**src/hdl/rlqm_pkg.sv**
```systemverilog
// Package for the resource lock queue manager: payload structs, request and
// reply codes, controller states and the controller/datapath command and status.
// No dependencies.
`default_nettype none

package rlqm_pkg;

  localparam int unsigned NUM_RESOURCES_DEF = 16;
  localparam int unsigned QUEUE_DEPTH_DEF   = 8;

  localparam int unsigned MODE_W   = 2;
  localparam int unsigned RES_ID_W = 4;
  localparam int unsigned CLIENT_W = 32;
  localparam int unsigned REPLY_W  = 2;

  // Request kinds; every other code is echoed back.
  localparam logic [MODE_W-1:0] MODE_ENTER = 2'd0;
  localparam logic [MODE_W-1:0] MODE_LEAVE = 2'd1;

  localparam logic [REPLY_W-1:0] REPLY_GRANTED  = 2'd0;
  localparam logic [REPLY_W-1:0] REPLY_WAIT     = 2'd1;
  localparam logic [REPLY_W-1:0] REPLY_RELEASED = 2'd2;
  localparam logic [REPLY_W-1:0] REPLY_ECHO     = 2'd3;

  typedef struct packed {
    logic [MODE_W-1:0]   mode;
    logic [RES_ID_W-1:0] resource_id;
    logic [CLIENT_W-1:0] client_id;
  } in_item_t;

  typedef struct packed {
    logic [REPLY_W-1:0]  reply;
    logic [RES_ID_W-1:0] reply_resource;
    logic                overflow;
  } out_item_t;

  typedef enum logic [2:0] {
    ST_IDLE,
    ST_DECIDE,
    ST_SCAN,
    ST_LEAVE_CHK,
    ST_DONE
  } ctrl_state_t;

  typedef struct packed {
    logic               latch;     // capture request and queue pointers
    logic               step;      // advance the scan to the next entry
    logic               append;    // write client at the tail, count up
    logic               pop;       // advance head, count down
    logic               set_res;   // record the reply
    logic [REPLY_W-1:0] reply;
    logic               overflow;
    logic               load_out;  // move the reply into the output register
  } dp_cmd_t;

  typedef struct packed {
    logic is_enter;
    logic is_leave;
    logic in_range;
    logic cnt_zero;
    logic cnt_full;
    logic match;       // store read data equals the requesting client
    logic last;        // entry under compare is the newest one queued
  } dp_stat_t;

endpackage

`default_nettype wire

```
**src/hdl/resource_lock_queue_manager.sv**
```systemverilog
// Channel  Ports                        Payload
// in       in_valid / in_ready          rlqm_pkg::in_item_t  (mode, resource_id, client_id)
// out      out_valid / out_ready        rlqm_pkg::out_item_t (reply, reply_resource, overflow)
//
// One request at a time: an accept state, a decision state and a state that
// loads the output register, plus a scan for an enter on a queue that already
// holds clients, which compares the queued clients in turn (one store read per
// cycle; a match ends the scan early), or one check for a leave on a busy queue.
// The next request is taken only once the last one has been moved into the
// output register.
// Reset clears every head and count register at once; store entries are only
// read after they were written. A stalled result holds the block in its final
// state until the output register is free.
// Top level of the resource lock queue manager; depends on rlqm_pkg,
// rlqm_ctrl and rlqm_datapath.
`default_nettype none

module resource_lock_queue_manager #(
  parameter int unsigned NUM_RESOURCES = rlqm_pkg::NUM_RESOURCES_DEF,
  parameter int unsigned QUEUE_DEPTH   = rlqm_pkg::QUEUE_DEPTH_DEF
) (
  input  wire logic                clk,
  input  wire logic                rst_n,
  input  wire logic                in_valid,
  output logic                     in_ready,
  input  wire rlqm_pkg::in_item_t  in_data,
  output logic                     out_valid,
  input  wire logic                out_ready,
  output rlqm_pkg::out_item_t      out_data
);
  import rlqm_pkg::*;

  dp_cmd_t  cmd;
  dp_stat_t stat;

  rlqm_ctrl u_ctrl (
    .clk       (clk),
    .rst_n     (rst_n),
    .in_valid  (in_valid),
    .in_ready  (in_ready),
    .out_valid (out_valid),
    .out_ready (out_ready),
    .stat      (stat),
    .cmd       (cmd)
  );

  rlqm_datapath #(
    .NUM_RESOURCES (NUM_RESOURCES),
    .QUEUE_DEPTH   (QUEUE_DEPTH)
  ) u_datapath (
    .clk      (clk),
    .rst_n    (rst_n),
    .in_data  (in_data),
    .cmd      (cmd),
    .stat     (stat),
    .out_data (out_data)
  );

endmodule

`default_nettype wire

```
**src/hdl/rlqm_ctrl.sv**
```systemverilog
// Controller state machine of the resource lock queue manager.
// Depends on rlqm_pkg; drives datapath commands and the output valid flag.
`default_nettype none

module rlqm_ctrl (
  input  wire logic              clk,
  input  wire logic              rst_n,
  input  wire logic              in_valid,
  output logic                   in_ready,
  output logic                   out_valid,
  input  wire logic              out_ready,
  input  wire rlqm_pkg::dp_stat_t stat,
  output rlqm_pkg::dp_cmd_t      cmd
);
  import rlqm_pkg::*;

  ctrl_state_t state_r, state_nxt;
  logic        out_valid_r, out_valid_nxt;
  logic        out_free;

  assign out_free  = !out_valid_r || out_ready;
  assign out_valid = out_valid_r;

  always_ff @(posedge clk) begin
    if (!rst_n) begin
      state_r     <= ST_IDLE;
      out_valid_r <= 1'b0;
    end else begin
      state_r     <= state_nxt;
      out_valid_r <= out_valid_nxt;
    end
  end

  always_comb begin
    state_nxt = state_r;
    cmd       = '0;
    in_ready  = 1'b0;
    unique case (state_r)
      ST_IDLE: begin
        in_ready = 1'b1;
        if (in_valid) begin
          cmd.latch = 1'b1;
          state_nxt = ST_DECIDE;
        end
      end
      ST_DECIDE: begin
        cmd.reply = REPLY_WAIT;
        if (!(stat.is_enter || stat.is_leave)) begin
          cmd.set_res = 1'b1;
          cmd.reply   = REPLY_ECHO;
          state_nxt   = ST_DONE;
        end else if (!stat.in_range) begin
          cmd.set_res = 1'b1;
          state_nxt   = ST_DONE;
        end else if (stat.is_enter) begin
          if (stat.cnt_zero) begin
            cmd.append  = 1'b1;
            cmd.set_res = 1'b1;
            cmd.reply   = REPLY_GRANTED;
            state_nxt   = ST_DONE;
          end else begin
            state_nxt = ST_SCAN;
          end
        end else if (stat.cnt_zero) begin
          cmd.set_res = 1'b1;
          state_nxt   = ST_DONE;
        end else begin
          state_nxt = ST_LEAVE_CHK;
        end
      end
      ST_SCAN: begin
        cmd.reply = REPLY_WAIT;
        if (stat.match) begin
          cmd.set_res = 1'b1;
          state_nxt   = ST_DONE;
        end else if (stat.last) begin
          // Client is not queued yet: append it unless the ring is full.
          cmd.set_res  = 1'b1;
          cmd.overflow = stat.cnt_full;
          cmd.append   = !stat.cnt_full;
          state_nxt    = ST_DONE;
        end else begin
          cmd.step = 1'b1;
        end
      end
      ST_LEAVE_CHK: begin
        cmd.set_res = 1'b1;
        if (stat.match) begin
          cmd.pop   = 1'b1;
          cmd.reply = REPLY_RELEASED;
        end else begin
          cmd.reply = REPLY_WAIT;
        end
        state_nxt = ST_DONE;
      end
      ST_DONE: begin
        if (out_free) begin
          cmd.load_out = 1'b1;
          state_nxt    = ST_IDLE;
        end
      end
      default: begin
        state_nxt = ST_IDLE;
      end
    endcase
  end

  always_comb begin
    if (cmd.load_out) begin
      out_valid_nxt = 1'b1;
    end else if (out_ready) begin
      out_valid_nxt = 1'b0;
    end else begin
      out_valid_nxt = out_valid_r;
    end
  end

endmodule

`default_nettype wire

```
**src/hdl/rlqm_datapath.sv**
```systemverilog
// Datapath of the resource lock queue manager: waiter store memory, per-resource
// head and count registers, request latch, scan counter and output register.
// Depends on rlqm_pkg; commanded by rlqm_ctrl.
`default_nettype none

module rlqm_datapath #(
  parameter int unsigned NUM_RESOURCES = rlqm_pkg::NUM_RESOURCES_DEF,
  parameter int unsigned QUEUE_DEPTH   = rlqm_pkg::QUEUE_DEPTH_DEF
) (
  input  wire logic               clk,
  input  wire logic               rst_n,
  input  wire rlqm_pkg::in_item_t in_data,
  input  wire rlqm_pkg::dp_cmd_t  cmd,
  output rlqm_pkg::dp_stat_t      stat,
  output rlqm_pkg::out_item_t     out_data
);
  import rlqm_pkg::*;

  localparam int unsigned RES_AW = (NUM_RESOURCES > 1) ? $clog2(NUM_RESOURCES) : 1;
  localparam int unsigned HW     = (QUEUE_DEPTH > 1) ? $clog2(QUEUE_DEPTH) : 1;
  localparam int unsigned CW     = $clog2(QUEUE_DEPTH + 1);
  localparam int unsigned SW     = CW + 1;
  localparam int unsigned DEPTH  = NUM_RESOURCES * QUEUE_DEPTH;
  localparam int unsigned AW     = (DEPTH > 1) ? $clog2(DEPTH) : 1;

  localparam logic [AW-1:0] QD_A = AW'(QUEUE_DEPTH);
  localparam logic [CW-1:0] QD_C = CW'(QUEUE_DEPTH);
  localparam logic [SW-1:0] QD_S = SW'(QUEUE_DEPTH);
  localparam logic [HW-1:0] HEAD_LAST = HW'(QUEUE_DEPTH - 1);

  // Ring slot of the k-th entry; head + k stays below twice the depth.
  function automatic logic [HW-1:0] slot_of(input logic [HW-1:0] head,
                                            input logic [CW-1:0] k);
    logic [SW-1:0] sum;
    sum = SW'(head) + SW'(k);
    if (sum >= QD_S) begin
      sum = sum - QD_S;
    end
    return sum[HW-1:0];
  endfunction

  function automatic logic [AW-1:0] addr_of(input logic [RES_AW-1:0] idx,
                                            input logic [HW-1:0] slot);
    return AW'(idx) * QD_A + AW'(slot);
  endfunction

  logic [CLIENT_W-1:0] mem [DEPTH];
  logic [CLIENT_W-1:0] rd_data_r;
  logic [HW-1:0]       head_arr_r [NUM_RESOURCES];
  logic [CW-1:0]       cnt_arr_r  [NUM_RESOURCES];

  in_item_t            req_r;
  logic [RES_AW-1:0]   idx_r;
  logic                in_range_r;
  logic [HW-1:0]       head_q_r;
  logic [CW-1:0]       cnt_q_r;
  logic [CW-1:0]       k_r, k_nxt;
  logic [REPLY_W-1:0]  reply_r;
  logic                ovf_r;
  out_item_t           out_r;

  logic [RES_AW-1:0]   in_idx;
  logic                in_range;
  logic [AW-1:0]       rd_addr;
  logic [AW-1:0]       wr_addr;
  logic [HW-1:0]       head_inc;

  assign in_idx   = RES_AW'(in_data.resource_id);
  assign in_range = 32'(in_data.resource_id) < NUM_RESOURCES;

  // The store is read at the entry that is compared in the next cycle.
  assign k_nxt    = cmd.latch ? '0 : (cmd.step ? k_r + CW'(1) : k_r);
  assign rd_addr  = addr_of(idx_r, slot_of(head_q_r, k_nxt));
  assign wr_addr  = addr_of(idx_r, slot_of(head_q_r, cnt_q_r));
  assign head_inc = (head_q_r == HEAD_LAST) ? '0 : head_q_r + HW'(1);

  always_ff @(posedge clk) begin
    if (cmd.append) begin
      mem[wr_addr] <= req_r.client_id;
    end
    rd_data_r <= mem[rd_addr];
  end

  always_ff @(posedge clk) begin
    if (!rst_n) begin
      for (int i = 0; i < int'(NUM_RESOURCES); i++) begin
        head_arr_r[i] <= '0;
        cnt_arr_r[i]  <= '0;
      end
    end else if (cmd.append) begin
      cnt_arr_r[idx_r] <= cnt_q_r + CW'(1);
    end else if (cmd.pop) begin
      head_arr_r[idx_r] <= head_inc;
      cnt_arr_r[idx_r]  <= cnt_q_r - CW'(1);
    end
  end

  always_ff @(posedge clk) begin
    if (cmd.latch) begin
      req_r      <= in_data;
      idx_r      <= in_idx;
      in_range_r <= in_range;
      head_q_r   <= in_range ? head_arr_r[in_idx] : '0;
      cnt_q_r    <= in_range ? cnt_arr_r[in_idx] : '0;
    end
    k_r <= k_nxt;
    if (cmd.set_res) begin
      reply_r <= cmd.reply;
      ovf_r   <= cmd.overflow;
    end
    if (cmd.load_out) begin
      out_r.reply          <= reply_r;
      out_r.reply_resource <= req_r.resource_id;
      out_r.overflow       <= ovf_r;
    end
  end

  assign out_data = out_r;

  assign stat.is_enter = (req_r.mode == MODE_ENTER);
  assign stat.is_leave = (req_r.mode == MODE_LEAVE);
  assign stat.in_range = in_range_r;
  assign stat.cnt_zero = (cnt_q_r == '0);
  assign stat.cnt_full = (cnt_q_r == QD_C);
  assign stat.match    = (rd_data_r == req_r.client_id);
  assign stat.last     = ((k_r + CW'(1)) == cnt_q_r);

endmodule

`default_nettype wire

```
**config.mk**
```make
export PLATFORM = sky130hd
export DESIGN_NAME = resource_lock_queue_manager
export DESIGN_NICKNAME = d
export VERILOG_FILES = /design/src/hdl/rlqm_pkg.sv /design/src/hdl/resource_lock_queue_manager.sv /design/src/hdl/rlqm_ctrl.sv /design/src/hdl/rlqm_datapath.sv
export SDC_FILE = /design/constraint.sdc
export NUM_CORES = 2
export LEC_CHECK = 0
export BUFFER_PORTS_ARGS = -buffer_cell sky130_fd_sc_hd__buf_2
export CAP_MARGIN = 20
export CELL_PAD_IN_SITES_DETAIL_PLACEMENT = 1
export CELL_PAD_IN_SITES_GLOBAL_PLACEMENT = 1
export CORE_MARGIN = 2
export CORE_UTILIZATION = 35
export CTS_CLUSTER_SIZE = 28
export DETAILED_ROUTE_END_ITERATION = 16
export PLACE_DENSITY_LB_ADDON = 0.1
export SLEW_MARGIN = 20
export SYNTH_ARGS = -nofsm -noshare
export SYNTH_HDL_FRONTEND = slang
export SYNTH_MEMORY_MAX_BITS = 65536
export SYNTH_SLANG_ARGS = --single-unit
```
**constraint.sdc**
```tcl
create_clock -name clk -period 6.2 [get_ports clk]
set_input_delay 1.86 -clock clk [delete_from_list [all_inputs] [get_ports clk]]
set_output_delay 1.86 -clock clk [all_outputs]
set_load 0.05 [all_outputs]
```
==> results.yml <==
worst_setup_path:
  reg2reg_depth: 25
  worstPathArrival_ns: 7.06
  worstPathMaxFanout: 13
  rr_endpoint: "u_datapath.rd_data_r[27]"
  start_kind: "flip-flop"
  r2r_slack_ns: 0.07
  r2r_start: "u_datapath.req_r[1]"
  critPathRequiredTime_ns: 7.12
  end_kind: "flip-flop"
  crit_type: "reg -> reg"
synth:
  synthesis.nets: 7699
  synth_edf_count: 4263
  ys_types: 80
  synth_top_cell_area_share_pct: 77.5
  netlist_instances: 7647
  synthArstFlopShare_pct: 0
  ys_ff_latch: 4303
  ys_seq_area_share_pct: 78.0
  netlist_area_um2: 165000
  syn_avg_cell_area_um2: 21.6
  synth_top_area_cell: "edfxtp_1"
  yosys_most_used_dff: "edfxtp_1"
  ys_warn_count: 0
  netlist_top_cells_area: "edfxtp_1 (77%), mux4_2 (14%), nand2_1 (1.0%), mux2i_1 (0.94%), clkbuf_1 (0.66%)"
final_layout:
  most-common-layout-cells: "edfxtp_1 (4263), mux4_2 (1062), buf_4 (861), clkbuf_16 (478), nand2_1 (449)"
  final_common_cell: "edfxtp_1"
  drive_above_1_share_pct: 32.7
  layout.cells.non_filler: 15338
  syn_to_final_growth_pct: 19.0
  nFillCells: 43702
  final_nets: 8752
  fin_area_um2: 197000
sta:
  min_period_ns: 6.13
  max_freq_mhz: 163
  fin_crit_sh_pct: 98.9
  slew_headroom_pct: 16.4
  finalSetupTns_ns: 0
  setup_viol: 0
  finalHoldViolations: 0
  tightest_slew_ns: 1.25
  slew_violations: 0
  clock_skew_ns: 0.0778
  rsz0062_at_grt: "yes"
global_routing:
  gr-total-overflow: 0
  grt_usage_pct: 24.4
  grt_pass1_vias: 88871
  grt_pass1_wl_mm: 798
  grt_antenna_before_repair: 73
  grt_max_degree: 129
die:
  die_area_um2: 478000
  die_w_um: 691
  core-area_um2: 471000
  die_y_um: 691
  io-pin-count: 51
  initial_core_util_pct: 35.1
  num_rows: 252
placed_design:
  gp_congestion: 0.840
  placed_cell_area_um2: 182000
  dp_cells: 14448
  dp_hpwl_mm: 368
  io_buffer_count: 50
hold_path:
  min_to: "u_datapath.out_data[6]"
  hold_class: "reg -> reg"
  whs_path_depth: 0
  hp-start: "u_datapath.reply_r[1]"
status:
  status: "complete, no violations"
clock_tree:
  cts_tree: "done"
  clk_pin_slew_ns: 0.06
  h-tree-depth: 5
  cts_buffers: 468
  insertion_delay_ns: 1.07
  cts.sinks: 4303
  clockBufferDepth: 4
  clk_root_buffer_cell: "clkbuf_16"
drt:
  vias: 86816
  drtIter0Drc: 11649
  drt_first_pass_iters: 6
  wl_per_cell_um: 38.6
  finalWirelength_mm: 592
  drc: 0
  drt-vias-per-instance: 5.66
  ant_nets: 0
power_and_ir_drop:
  switching_power_mw: 26.9
  power_density_nw_per_um2: 437
  leakage_nw: 62.7
  intPower_mw: 59.0
  max-vdd-ir-drop_v: 0.000294
  comb_power_share_pct: 29.6
  pwr-share-seq_pct: 39.0
  p_sw_share_pct: 31.3
  p_clk_share_pct: 31.4
run:
  maxCapViolCount: 0
## worst max path at each step
stage                               from                  endpoint  slack (ns)  depth (start not counted)
floorplan           u_datapath.req_r[15]  u_datapath.rd_data_r[29]        0.03                         22
global placement                in_valid  u_datapath.rd_data_r[19]       -1.28                         21
detailed placement              in_valid   u_datapath.rd_data_r[5]       -0.60                         21
CTS                 u_datapath.req_r[11]   u_datapath.rd_data_r[5]       -0.03                         26
global route         u_datapath.req_r[1]   u_datapath.rd_data_r[5]       -0.06                         26
finish               u_datapath.req_r[1]  u_datapath.rd_data_r[27]        0.07                         25
## cell families after synthesis
logic type	Yosys count	synth area share, %
AND/OR/NAND/NOR	929	2.37
XOR/XNOR	49	0.260
adder cells (fa/ha/maj)	10	0.0893
flip-flops	4303	78.0
buffers and inverters	477	1.28
multiplexers	1222	15.4
AO/OA/AOI/OAI	657	2.60
## synth_stat cells, types with 11 or more instances
cell type / count
o21ai_1: 16
a2111oi_0: 52
clkbuf_1: 291
nand4_1: 11
buf_4: 17
nor2_1: 272
nor3_1: 18
xnor2_1: 42
buf_1: 56
nand3_1: 96
a211oi_1: 11
edfxtp_1: 4263
a21o_1: 54
dfxtp_1: 40
a221oi_1: 32
o221ai_1: 25
a21oi_1: 213
buf_2: 79
mux2i_1: 156
o21ai_0: 88
nor4_1: 30
nand2_1: 457
a31oi_1: 46
buf_6: 21
a22o_1: 16
mux4_2: 1062
o22ai_1: 41
## routing by layer
metal | routed length, µm | global-route usage, % | vias up | part of all wire [%]
li1 | - | - | 34210 | -
met1 | 249000 | 34.2 | 48399 | 42
met2 | 279000 | 38.9 | 3504 | 47
met3 | 44700 | 4.57 | 693 | 7.5
met4 | 19500 | 7.24 | 10 | 3.3
met5 | 51 | 0 | - | 0.0086
## layout make-up
cell class | count | area (µm²) | share of cell area, %
well taps | 6223 | 7790 | 3.96
flip-flops and latches | 4303 | 129000 | 65.5
inverters | 12 | 52.6 | 0.0267
repair buffers | 1048 | 9410 | 4.78
clock inverters | 255 | 2040 | 1.04
clock buffers | 603 | 12500 | 6.34
multi-input cells | 2867 | 36000 | 18.3
diodes | 27 | 67.6 | 0.0344
## through the flow
stage	total power, mW	utilization (%)	hold slack, ns	setup WS [ns]
global route	88.6	41.8	0.463	-0.0574
detailed placement	59.6	38.6	0.436	-0.600
floorplan	47.0	-	0.400	0.0347
CTS	86.7	41.7	0.452	-0.0274
global placement	59.5	38.6	0.444	-1.28
finish	85.9	41.8	0.445	0.0662
## power groups by stage
stage	Clock (mW)	Sequential (mW)	Combinational, mW
2_1_floorplan	0	34.7	12.3
3_3_place_gp	0	34.1	25.4
3_5_place_dp	0	34.1	25.5
4_1_cts	27.5	33.5	25.7
5_1_grt	28.5	33.5	26.6
6_report	27.0	33.5	25.4
## state kept, by name (all words and copies together) (netlist names)
name and count:
u_datapath.ovf_r 1, u_ctrl.out_valid 1, u_datapath.head_arr_r 48, u_ctrl.state_r 3, u_datapath.out_data 7, u_datapath.cnt_q_r 4, u_datapath.cnt_arr_r 64, u_datapath.rd_data_r 32
u_datapath.mem 4096, u_datapath.reply_r 2, u_datapath.head_q_r 3, u_datapath.k_r 4, u_datapath.req_r 38
## repair_timing
item	in CTS	in global routing
setup buffers	0	2
setup endpoints to repair	32	32
gates cloned	0	1
pin swaps	2	7
hold buffers	0	0
gates resized for setup	42	21
endpoints found under the hold margin	0	0
## worst max-delay path: stages, from the launching register on
cell and delay, ns:
edfxtp_1 0.45, xnor2_2 0.26, nand4_1 0.26, nor4_4 0.39
buf_4 0.18, and2_2 0.19, nor3_2 0.08, xnor2_1 0.16
nor2_2 0.18, ha_4 0.16, inv_1 0.05, fa_4 0.48
xnor2_4 0.17, or3_1 0.35, a211oi_2 0.24, a2111oi_4 0.07
buf_12 0.15, nand2_8 0.20, buf_16 0.22, buf_4 0.25
nor2_4 0.08, buf_12 0.17, a22oi_1 0.40, buf_4 0.19
o2111ai_1 0.35, o211a_1 0.28
No activity file was read; power rests on OpenSTA's default activity.
